--- config.mk ---
export PLATFORM = sky130hd
export DESIGN_NAME = mecanum_mix_frame_encoder
export DESIGN_NICKNAME = d
export VERILOG_FILES = /design/src/rtl/core/mmfe_pkg.sv /design/src/rtl/core/mmfe_front.sv /design/src/rtl/core/mmfe_queue.sv /design/src/rtl/core/mmfe_back.sv /design/src/rtl/core/mecanum_mix_frame_encoder.sv
export SDC_FILE = /design/constraint.sdc
export NUM_CORES = 2
export LEC_CHECK = 0
export BUFFER_PORTS_ARGS = -buffer_cell sky130_fd_sc_hd__buf_4
export CORE_MARGIN = 3
export CORE_UTILIZATION = 58
export CTS_CLUSTER_DIAMETER = 200
export CTS_CLUSTER_SIZE = 12
export DETAILED_ROUTE_END_ITERATION = 8
export PLACE_DENSITY_LB_ADDON = 0.12
export SLEW_MARGIN = 20
export SYNTH_ARGS = -nofsm -noshare
export SYNTH_HDL_FRONTEND = slang
export SYNTH_SLANG_ARGS = --single-unit
--- constraint.sdc ---
create_clock -name clk -period 6.2 [get_ports clk]
set_input_delay 0 -clock clk [delete_from_list [all_inputs] [get_ports clk]]
set_output_delay 0 -clock clk [all_outputs]
set_load 0.01 [all_outputs]
--- src/rtl/core/mmfe_pkg.sv ---
`default_nettype none
package mmfe_pkg;

	localparam int unsigned NWHEEL    = 4;
	localparam int unsigned VEL_W     = 10;
	localparam int unsigned MIX_W     = 12;
	localparam int unsigned MAG_W     = 11;
	localparam int unsigned LIM_W     = 8;
	localparam int unsigned PROD_W    = MAG_W + LIM_W;
	localparam int unsigned QUO_W     = 12;
	localparam int unsigned BYTE_W    = 8;
	localparam int unsigned DIV_CYC   = QUO_W / 2;
	localparam int unsigned DCNT_W    = $clog2(DIV_CYC);
	localparam int unsigned FRAME_LEN = 8;
	localparam int unsigned IDX_W     = $clog2(FRAME_LEN);

	localparam logic [LIM_W-1:0]  SPEED_LIMIT_RST = 8'd70;
	localparam logic [BYTE_W-1:0] HEAD0 = 8'hA5;
	localparam logic [BYTE_W-1:0] HEAD1 = 8'h5A;
	localparam logic [BYTE_W-1:0] TAIL0 = 8'hD5;
	localparam logic [BYTE_W-1:0] TAIL1 = 8'h5D;

	// byte slots of the frame
	localparam logic [IDX_W-1:0] SLOT_HEAD0 = 3'd0;
	localparam logic [IDX_W-1:0] SLOT_HEAD1 = 3'd1;
	localparam logic [IDX_W-1:0] SLOT_W2    = 3'd2;
	localparam logic [IDX_W-1:0] SLOT_W3    = 3'd3;
	localparam logic [IDX_W-1:0] SLOT_W1    = 3'd4;
	localparam logic [IDX_W-1:0] SLOT_W4    = 3'd5;
	localparam logic [IDX_W-1:0] SLOT_TAIL0 = 3'd6;
	localparam logic [IDX_W-1:0] SLOT_TAIL1 = 3'd7;

	typedef struct packed {
		logic              neg;
		logic [PROD_W-1:0] prod;
		logic [BYTE_W-1:0] raw;
	} lane_t;

	typedef struct packed {
		lane_t [NWHEEL-1:0] lane;
		logic [MAG_W-1:0]   divisor;
		logic               scale;
	} cmd_t;

	typedef struct packed {
		logic valid;
		cmd_t cmd;
	} q_head_t;

endpackage
`default_nettype wire

--- src/rtl/core/mmfe_front.sv ---
`default_nettype none
module mmfe_front #(
	parameter int unsigned QDEPTH = 4,
	localparam int unsigned CntW = $clog2(QDEPTH + 1)
) (
	input  logic                                 clk,
	input  logic                                 arst_n,
	input  logic                                 start,
	output logic                                 busy,
	input  logic signed [mmfe_pkg::VEL_W-1:0]    vel_x,
	input  logic signed [mmfe_pkg::VEL_W-1:0]    vel_y,
	input  logic signed [mmfe_pkg::VEL_W-1:0]    vel_turn,
	input  logic [mmfe_pkg::LIM_W-1:0]           limit,
	input  logic [CntW-1:0]                      q_count,
	output logic                                 push,
	output mmfe_pkg::cmd_t                       push_cmd
);
	import mmfe_pkg::*;

	logic                     valid_s1;
	logic signed [VEL_W-1:0]  x_s1, y_s1, z_s1;
	logic                     valid_s2;
	logic signed [MIX_W-1:0]  mix_s2 [NWHEEL];
	logic signed [MIX_W-1:0]  xe, ye, ze;
	logic signed [MIX_W-1:0]  m01, m23, mx;
	logic [MAG_W-1:0]         mag [NWHEEL];
	logic [CntW:0]            inflight;

	assign inflight = (CntW + 1)'(q_count) + (CntW + 1)'(valid_s1) + (CntW + 1)'(valid_s2);
	assign busy = inflight >= (CntW + 1)'(QDEPTH);

	always_ff @(posedge clk or negedge arst_n) begin
		if (!arst_n) begin
			valid_s1 <= 1'b0;
			valid_s2 <= 1'b0;
		end else begin
			valid_s1 <= start && !busy;
			valid_s2 <= valid_s1;
		end
	end

	always_ff @(posedge clk) begin
		if (start && !busy) begin
			x_s1 <= vel_x;
			y_s1 <= vel_y;
			z_s1 <= vel_turn;
		end
	end

	assign xe = MIX_W'(x_s1);
	assign ye = MIX_W'(y_s1);
	assign ze = MIX_W'(z_s1);

	always_ff @(posedge clk) begin
		if (valid_s1) begin
			mix_s2[0] <= ye - xe + ze;
			mix_s2[1] <= ye + xe - ze;
			mix_s2[2] <= ye - xe - ze;
			mix_s2[3] <= ye + xe + ze;
		end
	end

	assign m01 = (mix_s2[0] < mix_s2[1]) ? mix_s2[1] : mix_s2[0];
	assign m23 = (mix_s2[2] < mix_s2[3]) ? mix_s2[3] : mix_s2[2];
	assign mx  = (m01 < m23) ? m23 : m01;

	always_comb begin
		for (int i = 0; i < NWHEEL; i++) begin
			mag[i] = mix_s2[i][MIX_W-1] ? MAG_W'(-mix_s2[i]) : MAG_W'(mix_s2[i]);
			push_cmd.lane[i].neg  = mix_s2[i][MIX_W-1];
			push_cmd.lane[i].prod = PROD_W'(mag[i]) * PROD_W'(limit);
			push_cmd.lane[i].raw  = mix_s2[i][BYTE_W-1:0];
		end
		push_cmd.divisor = mx[MAG_W-1:0];
		push_cmd.scale   = mx > $signed({{(MIX_W - LIM_W){1'b0}}, limit});
	end

	assign push = valid_s2;

endmodule
`default_nettype wire

--- src/rtl/core/mmfe_queue.sv ---
`default_nettype none
module mmfe_queue #(
	parameter int unsigned QDEPTH = 4,
	localparam int unsigned CntW = $clog2(QDEPTH + 1),
	localparam int unsigned PtrW = (QDEPTH > 1) ? $clog2(QDEPTH) : 1
) (
	input  logic                 clk,
	input  logic                 arst_n,
	input  logic                 push,
	input  mmfe_pkg::cmd_t       push_cmd,
	input  logic                 pop,
	output mmfe_pkg::q_head_t    head,
	output logic [CntW-1:0]      count
);
	import mmfe_pkg::*;

	cmd_t            ent_q [QDEPTH];
	logic [PtrW-1:0] wptr_q, rptr_q;
	logic [CntW-1:0] cnt_q;

	function automatic logic [PtrW-1:0] ptr_inc(input logic [PtrW-1:0] p);
		return (p == PtrW'(QDEPTH - 1)) ? '0 : p + 1'b1;
	endfunction

	always_ff @(posedge clk or negedge arst_n) begin
		if (!arst_n) begin
			wptr_q <= '0;
			rptr_q <= '0;
			cnt_q  <= '0;
		end else begin
			if (push) wptr_q <= ptr_inc(wptr_q);
			if (pop) rptr_q <= ptr_inc(rptr_q);
			if (push && !pop) cnt_q <= cnt_q + 1'b1;
			else if (pop && !push) cnt_q <= cnt_q - 1'b1;
		end
	end

	always_ff @(posedge clk) begin
		if (push) ent_q[wptr_q] <= push_cmd;
	end

	assign head.valid = cnt_q != '0;
	assign head.cmd   = ent_q[rptr_q];
	assign count      = cnt_q;

endmodule
`default_nettype wire

--- src/rtl/core/mmfe_back.sv ---
`default_nettype none
module mmfe_back (
	input  logic                          clk,
	input  logic                          arst_n,
	input  mmfe_pkg::q_head_t             head,
	output logic                          pop,
	output logic                          strobe,
	output logic [mmfe_pkg::BYTE_W-1:0]   frame_byte,
	output logic                          last_byte
);
	import mmfe_pkg::*;

	typedef enum logic [2:0] {
		DIV_IDLE = 3'b001,
		DIV_RUN  = 3'b010,
		DIV_DONE = 3'b100
	} div_state_t;

	div_state_t        state_q;
	logic [DCNT_W-1:0] cnt_q;
	logic [MAG_W-1:0]  rem_q [NWHEEL];
	logic [QUO_W-1:0]  nlo_q [NWHEEL];
	logic [QUO_W-1:0]  quo_q [NWHEEL];
	logic              neg_q [NWHEEL];
	logic [BYTE_W-1:0] raw_q [NWHEEL];
	logic [MAG_W-1:0]  dvs_q;
	logic              scale_q;

	logic [MAG_W:0]    st_a [NWHEEL];
	logic [MAG_W:0]    st_b [NWHEEL];
	logic [BYTE_W-1:0] res  [NWHEEL];

	logic              active_q;
	logic [IDX_W-1:0]  idx_q;
	logic [BYTE_W-1:0] wb_q [NWHEEL];
	logic              emit_free, handoff;

	// one restoring step: {quotient bit, new remainder}
	function automatic logic [MAG_W:0] div_step(input logic [MAG_W-1:0] rem,
		input logic nbit, input logic [MAG_W-1:0] d);
		logic [MAG_W:0] t;
		t = {rem, nbit};
		if (t >= {1'b0, d}) return {1'b1, MAG_W'(t - {1'b0, d})};
		else return {1'b0, t[MAG_W-1:0]};
	endfunction

	assign emit_free = !active_q || (idx_q == SLOT_TAIL1);
	assign handoff   = (state_q == DIV_DONE) && emit_free;
	assign pop       = head.valid && ((state_q == DIV_IDLE) || handoff);

	always_comb begin
		for (int i = 0; i < NWHEEL; i++) begin
			st_a[i] = div_step(rem_q[i], nlo_q[i][QUO_W-1], dvs_q);
			st_b[i] = div_step(st_a[i][MAG_W-1:0], nlo_q[i][QUO_W-2], dvs_q);
			if (!scale_q) res[i] = raw_q[i];
			else if (neg_q[i]) res[i] = -quo_q[i][BYTE_W-1:0];
			else res[i] = quo_q[i][BYTE_W-1:0];
		end
	end

	always_ff @(posedge clk or negedge arst_n) begin
		if (!arst_n) begin
			state_q <= DIV_IDLE;
			cnt_q   <= '0;
		end else begin
			case (state_q)
				DIV_IDLE: begin
					if (pop) begin
						state_q <= DIV_RUN;
						cnt_q   <= '0;
					end
				end
				DIV_RUN: begin
					cnt_q <= cnt_q + 1'b1;
					if (cnt_q == DCNT_W'(DIV_CYC - 1)) state_q <= DIV_DONE;
				end
				DIV_DONE: begin
					if (handoff) begin
						state_q <= pop ? DIV_RUN : DIV_IDLE;
						cnt_q   <= '0;
					end
				end
				default: state_q <= DIV_IDLE;
			endcase
		end
	end

	always_ff @(posedge clk) begin
		if (pop) begin
			for (int i = 0; i < NWHEEL; i++) begin
				rem_q[i] <= MAG_W'(head.cmd.lane[i].prod[PROD_W-1:QUO_W]);
				nlo_q[i] <= head.cmd.lane[i].prod[QUO_W-1:0];
				quo_q[i] <= '0;
				neg_q[i] <= head.cmd.lane[i].neg;
				raw_q[i] <= head.cmd.lane[i].raw;
			end
			dvs_q   <= head.cmd.divisor;
			scale_q <= head.cmd.scale;
		end else if (state_q == DIV_RUN) begin
			for (int i = 0; i < NWHEEL; i++) begin
				rem_q[i] <= st_b[i][MAG_W-1:0];
				nlo_q[i] <= {nlo_q[i][QUO_W-3:0], 2'b00};
				quo_q[i] <= {quo_q[i][QUO_W-3:0], st_a[i][MAG_W], st_b[i][MAG_W]};
			end
		end
	end

	always_ff @(posedge clk or negedge arst_n) begin
		if (!arst_n) begin
			active_q <= 1'b0;
			idx_q    <= '0;
		end else if (handoff) begin
			active_q <= 1'b1;
			idx_q    <= '0;
		end else if (active_q) begin
			if (idx_q == SLOT_TAIL1) active_q <= 1'b0;
			idx_q <= idx_q + 1'b1;
		end
	end

	always_ff @(posedge clk) begin
		if (handoff) begin
			for (int i = 0; i < NWHEEL; i++) wb_q[i] <= res[i];
		end
	end

	always_comb begin
		case (idx_q)
			SLOT_HEAD0: frame_byte = HEAD0;
			SLOT_HEAD1: frame_byte = HEAD1;
			SLOT_W2:    frame_byte = wb_q[1];
			SLOT_W3:    frame_byte = wb_q[2];
			SLOT_W1:    frame_byte = wb_q[0];
			SLOT_W4:    frame_byte = wb_q[3];
			SLOT_TAIL0: frame_byte = TAIL0;
			default:    frame_byte = TAIL1;
		endcase
	end

	assign strobe    = active_q;
	assign last_byte = active_q && (idx_q == SLOT_TAIL1);

endmodule
`default_nettype wire

--- src/rtl/core/mecanum_mix_frame_encoder.sv ---
`default_nettype none
// Mecanum wheel mixer and command frame encoder.
// Command channel: drive vel_x, vel_y, vel_turn with start; the word is
// taken at a rising edge where start is high and busy is low.
// Result channel: each frame byte is on frame_byte for one cycle with
// strobe high; last_byte marks the eighth byte. The receiver takes every
// byte as it comes and cannot stall the block.
// Frame: A5 5A w2 w3 w1 w4 D5 5D, wheel speeds as signed low bytes,
// rescaled by speed_limit/max when the largest speed exceeds speed_limit.
// Commands go out at the pace of the byte emitter; the 4-lane radix-4
// divider runs under the previous frame. Up to QDEPTH commands may be
// buffered; busy rises when mix pipe plus queue hold QDEPTH words.
// Config: cfg_data written at cfg_valid (cfg_ready always high); the
// user must write it only while idle, the block does not enforce this.
// Reset clears all words in flight, speed_limit returns to 70.
module mecanum_mix_frame_encoder #(
	parameter int unsigned QDEPTH = 4
) (
	input  logic                                 clk,
	input  logic                                 arst_n,
	input  logic                                 start,
	output logic                                 busy,
	input  logic signed [mmfe_pkg::VEL_W-1:0]    vel_x,
	input  logic signed [mmfe_pkg::VEL_W-1:0]    vel_y,
	input  logic signed [mmfe_pkg::VEL_W-1:0]    vel_turn,
	output logic                                 strobe,
	output logic [mmfe_pkg::BYTE_W-1:0]          frame_byte,
	output logic                                 last_byte,
	input  logic                                 cfg_valid,
	output logic                                 cfg_ready,
	input  logic [mmfe_pkg::LIM_W-1:0]           cfg_data
);
	import mmfe_pkg::*;

	localparam int unsigned CntW = $clog2(QDEPTH + 1);

	logic [LIM_W-1:0] limit_q;
	logic [CntW-1:0]  q_count;
	logic             push, pop;
	cmd_t             push_cmd;
	q_head_t          head;

	assign cfg_ready = 1'b1;

	always_ff @(posedge clk or negedge arst_n) begin
		if (!arst_n) limit_q <= SPEED_LIMIT_RST;
		else if (cfg_valid && cfg_ready) limit_q <= cfg_data;
	end

	mmfe_front #(.QDEPTH(QDEPTH)) u_front (
		.clk      (clk),
		.arst_n   (arst_n),
		.start    (start),
		.busy     (busy),
		.vel_x    (vel_x),
		.vel_y    (vel_y),
		.vel_turn (vel_turn),
		.limit    (limit_q),
		.q_count  (q_count),
		.push     (push),
		.push_cmd (push_cmd)
	);

	mmfe_queue #(.QDEPTH(QDEPTH)) u_queue (
		.clk      (clk),
		.arst_n   (arst_n),
		.push     (push),
		.push_cmd (push_cmd),
		.pop      (pop),
		.head     (head),
		.count    (q_count)
	);

	mmfe_back u_back (
		.clk        (clk),
		.arst_n     (arst_n),
		.head       (head),
		.pop        (pop),
		.strobe     (strobe),
		.frame_byte (frame_byte),
		.last_byte  (last_byte)
	);

endmodule
`default_nettype wire

* Word level (Yosys, flattened, before mapping)
Memories as Yosys holds them, arrays and structs flattened. Cells that the tools add are included.
Cells by class: add/subtract/negate cells 30, $mul 4, divide/modulo/power cells 0, order comparisons 13, equality and inequality tests 16, shift-type cells 0, multiplexer cells 64, bitwise gates (word level) 12, reductions and logical operators 19
Operator list (count):
- 12-bit two-way mux | 19
- 12-bit by 11-bit >= comparator with 1-bit output | 8
- 11-bit two-way mux | 8
- 11-bit subtractor | 8
- 11-bit by 8-bit multiplier with 19-bit output | 4
- 8-bit two-way mux | 8
- 8-bit one-hot mux with 7 select lines | 1
- 11-bit negator | 4
- 12-bit less-than comparator | 3
- 8-bit negator | 4
- 3-bit two-way mux | 9
- 11-bit by 10-bit adder with 12-bit output | 2
- 11-bit by 10-bit subtractor with 12-bit output | 2
- 3-bit equality test, second input constant | 6
- 3-bit one-hot mux with 3 select lines | 2
- 1-bit two-way mux | 14
- 12-bit by 9-bit > comparator with 1-bit output | 1
- 1-bit OR | 12
- 10-bit by 10-bit adder with 11-bit output | 1
- 10-bit by 10-bit subtractor with 11-bit output | 1
- 3-bit by 1-bit adder with 3-bit output, second input constant | 3
- 3-bit by 2-bit equality test with 1-bit output, second input constant | 3
- 3-bit by 1-bit equality test with 1-bit output, second input constant | 2
- 1-bit logical AND | 6
- other kinds (14) | 27
Storage, ports and cells: register bits after elaboration 69, bits in latches 0, memory bits (writable) 752, memory bits (read-only) 0, word-level logic and storage cells 181, memories 8
Memories:
- u_queue.ent_q | words 4, bits a word 124, rd ports 1, clocked after Yosys merged registers in 0, wr ports 1, line mmfe_queue.sv:17 | cmd_t ent_q [QDEPTH];
- u_back.nlo_q | words 4, bits a word 12, rd ports 4, clocked after Yosys merged registers in 0, wr ports 4, line mmfe_back.sv:22 | logic [QUO_W-1:0] nlo_q [NWHEEL];
- u_back.quo_q | words 4, bits a word 12, rd ports 4, clocked after Yosys merged registers in 0, wr ports 4, line mmfe_back.sv:23 | logic [QUO_W-1:0] quo_q [NWHEEL];
- u_front.mix_s2 | words 4, bits a word 12, rd ports 4, clocked after Yosys merged registers in 0, wr ports 4, line mmfe_front.sv:23 | logic signed [MIX_W-1:0] mix_s2 [NWHEEL];
- u_back.rem_q | words 4, bits a word 11, rd ports 4, clocked after Yosys merged registers in 0, wr ports 4, line mmfe_back.sv:21 | logic [MAG_W-1:0] rem_q [NWHEEL];
- u_back.raw_q | words 4, bits a word 8, rd ports 4, clocked after Yosys merged registers in 0, wr ports 4, line mmfe_back.sv:25 | logic [BYTE_W-1:0] raw_q [NWHEEL];
- +2 memories

* Longest topological paths before layout
depth after elaboration 8, depth in mapped cells 32, mapped depth without buffers 30

* Cells and area by module
From an unflattened synthesis, not the netlist that was laid out.
Second synthesis, totals: cells, all modules 4096, area, all modules 50598.5 um^2
Modules (own cells, without submodules):
- mmfe_queue | instances 1, cells an instance 683, area each 18265.0 um^2, sequential area each 15069.5 um^2
- mmfe_front | instances 1, cells an instance 2043, area each 17939.7 um^2, sequential area each 2332.2 um^2
- mmfe_back | instances 1, cells an instance 1351, area each 14047.2 um^2, sequential area each 6317.3 um^2
- mecanum_mix_frame_encoder | instances 1, cells an instance 19, area each 346.6 um^2, sequential area each 203.9 um^2

* Worst setup path after synthesis
No wires, ideal clock.
kind flip-flop to flip-flop, from memory u_front.mix_s2[1][2], to memory u_queue.ent_q[0][0] (netlist name), data pin, library setup time 0.282 ns, arrival time 6.239 ns, slack -0.321 ns, cell stages (with the launch flop) 33, path buffers 2, clock period less this slack 6.521 ns, cells stage by stage edfxtp_1 inv_1 ha_1 a211oi_1 o21ai_2 a21oi_4 o211ai_2 nand2_1 buf_1 mux2i_1 inv_1 ha_1 o21ai_0 a211oi_1 nand2_1 nor4b_1 or3_1 or3_1 o21ai_1 mux2i_1 buf_4 mux2i_1 ha_1 nor2b_1 o21a_1 o21ai_0 nand2b_1 a21oi_1 nor2_1 a211oi_1 a21oi_1 o41ai_1 mux2i_1
RTL lines (line):
- start: declaration | mmfe_front.sv:23
- end: declaration | mmfe_queue.sv:17

==> qor.yml <==
critical_path:
  arrival_ns: 6.33
  crit_buf_inv: 5
  critPathMaxFanout: 7
  r2r_cells: 32
  required_ns: 6.54
  rrSetupSlack_ns: 0.20
  crit_family: "compound AO/OA/AOI/OAI gates"
  startpoint: "u_front.mix_s2[1][9]"
  reg2reg_from: "u_front.mix_s2[1][9]"
  slowest_delay_ns: 0.40
  crit_path_start_kind: "flop"
  endpoint_kind: "flop"
  slowest_stage: "edfxtp_1"
  crit_type: "flop to flop"
  reg2reg_to: "u_queue.ent_q[0][0]"
clocking:
  clk_transition_reported_paths_ns: 0.07
  cts_buffer_depth: 3
  cts_root_buf: "clkbuf_16"
  cts_made_buffers: 75
  cts.sinks: 784
  h-tree-depth: 3
  cts_tree: "yes"
  insertion_delay_ns: 0.65
drt:
  wl_per_cell_um: 20.9
  drc: 0
  dr.pass1.iters: 5
  drtIter0Drc: 2512
  ant_nets: 0
  via_count: 31600
  finalWirelength_mm: 115
  via_per_inst: 5.76
die:
  die_x_um: 297
  die_area_um2: 88100
  die_h_um: 297
  start_util: 0.586
  core-area_um2: 83700
  pin_count: 54
  row_count: 106
hold_path:
  worst_hold_startpoint: "vel_x[0]"
  hold_path_end: "u_front.x_s1[0]"
  hold_depth: 2
  min_path_type: "input pin to flop"
sta:
  fin_tns_setup_ns: 0
  fin_crit_ns: 6.00
  fmax_mhz: 167
  setup_violations: 0
  setup_slack_ns: 0.205
  rsz0062_at_grt: "yes"
  worstMarginPinSlew_ns: 1.03
  hold_violations: 0
  drv_slew: 0
  post-route-period-util: 0.967
  skew_ns: 0.0381
  relSlewSlack: 0.312
finish:
  area_delta_synth_final_pct: 12.8
  final_nets: 4950
  diodes: 0
  drive_gt1_frac: 0.145
  design_area_um2: 55300
placed_design:
  gp_congestion: 0.963
  dp_slack_ns: -0.0789
  io_buffers: 52
  place_area_um2: 52100
  hpwl_mm: 83.1
synthesis:
  synth_edf_count: 752
  syn_nets: 4661
  yosysUniqueCellTypes: 82
  synth_area_um2: 49000
  synth_top_area_share: 0.460
  synth.most_common_cell: "edfxtp_1"
  yosys-top-cells-area: "edfxtp_1 (46%), ha_1 (9.5%), fa_1 (9.4%)"
  syn_inst: 4017
  ys_warn_count: 0
  yosys_register_bits: 784
  synth_ff_type: "edfxtp_1"
  seq_area_frac_synth: 0.476
  ys_async_sr_fraction: 0.0344
  synth_common_cells: "edfxtp_1 (752), inv_1 (449), nand2_1 (387)"
  synth_area_per_cell_um2: 12.2
  yosys.area.top_type: "edfxtp_1"
global_route:
  antenna_found_initial: 1
  grt_pass1_wl_mm: 179
  overflow: 0
  grt_pass1_vias: 31700
  grt.total_usage: 0.261
  grt_max_degree: 63
flow_run:
  maxCapViolations: 0
run_status:
  status: "finished, final reports clean"
==> flip-flops by register name (all words and copies together), names as in the netlist, 11 cells and up <==
register,cells
u_back.wb_q,32
u_back.rem_q,44
u_back.quo_q,32
u_back.nlo_q,47
u_queue.ent_q,480
u_back.raw_q,30
u_front.mix_s2,46
u_back.dvs_q,11
==> how the worst max path moves through the flow <==
stage / cells after the start / slack, ns / to
global route: 31 / -0.10 / u_queue.ent_q[3][0]
CTS: 31 / 0.001 / u_queue.ent_q[3][0]
finish: 32 / 0.20 / u_queue.ent_q[0][0]
detailed placement: 30 / -0.08 / u_queue.ent_q[1][0]
global placement: 31 / 0.02 / u_queue.ent_q[0][0]
floorplan: 32 / 0.01 / u_queue.ent_q[0][0]
==> layer usage <==
| metal | part of all wire | vias up | GRT usage |
|---|---|---|---|
| met3 | 0.055 | 186 | 0.0329 |
| met2 | 0.48 | 920 | 0.432 |
| met1 | 0.44 | 15800 | 0.365 |
| li1 | - | 14800 | - |
| met4 | 0.029 | 0 | 0.0774 |
| met5 | 0 | - | 0 |
==> what timing repair did <==
item	4_1_cts	5_1_grt
resized for setup	3	83
endpoints found under the setup margin	4	83
endpoints found under the hold margin	96	0
buffers inserted	1	13
pin swaps	1	14
hold buffers	52	0
==> placed cells by master, fill, tap and decap left out, drive strengths merged, types with 44 or more instances in the layout <==
master         n
edfxtp       752
a21oi        151
xor2          64
nor2         281
buf          283
nor2b         46
mux2          44
o21ai        147
clkbuf       113
ha           371
mux4         120
fa           231
and2         111
nand3         49
nand2        387
dlygate4sd3   51
inv          451
xnor2        143
mux2i         76
==> cell families after synthesis <==
family          synth area share
xor+xnor                  0.0370
mux                       0.0807
fa+ha+maj                  0.189
other cells            0.0000765
flops                      0.476
compound gates            0.0741
buf+inv                   0.0443
simple gates              0.0985
==> cell type report <==
class / instances / area [µm²]
clock buffer: 113 / 2020
multi-input combinational: 2659 / 23900
fill: 6231 / 28400
inverter: 452 / 1700
clock inverter: 8 / 170
tap: 1134 / 1420
sequential: 784 / 23400
timing repair buffer: 334 / 2710
==> through the flow <==
stage	std cells	hold WS [ns]	utilization
6_report	5484	0.0831	0.661
5_1_grt	5484	0.0802	0.661
4_1_cts	5471	0.0525	0.656
3_5_place_dp	5297	0.0150	0.623
3_3_place_gp	5297	0.0133	0.623
2_1_floorplan	4017	-0.296	-
==> worst register-to-register path, delay by kind of cell (launching register included) <==
kind / cells / cell delay [ns]
AND/OR/NAND/NOR: 8 / 1.40
flip-flops: 1 / 0.40
AO/OA/AOI/OAI: 12 / 1.64
buffers and inverters: 5 / 0.58
adder cells (fa/ha/maj): 3 / 0.82
multiplexers: 4 / 0.88
Power is not shown: default switching activity piles up to over one toggle a cycle in this logic, so the estimate is an artifact.
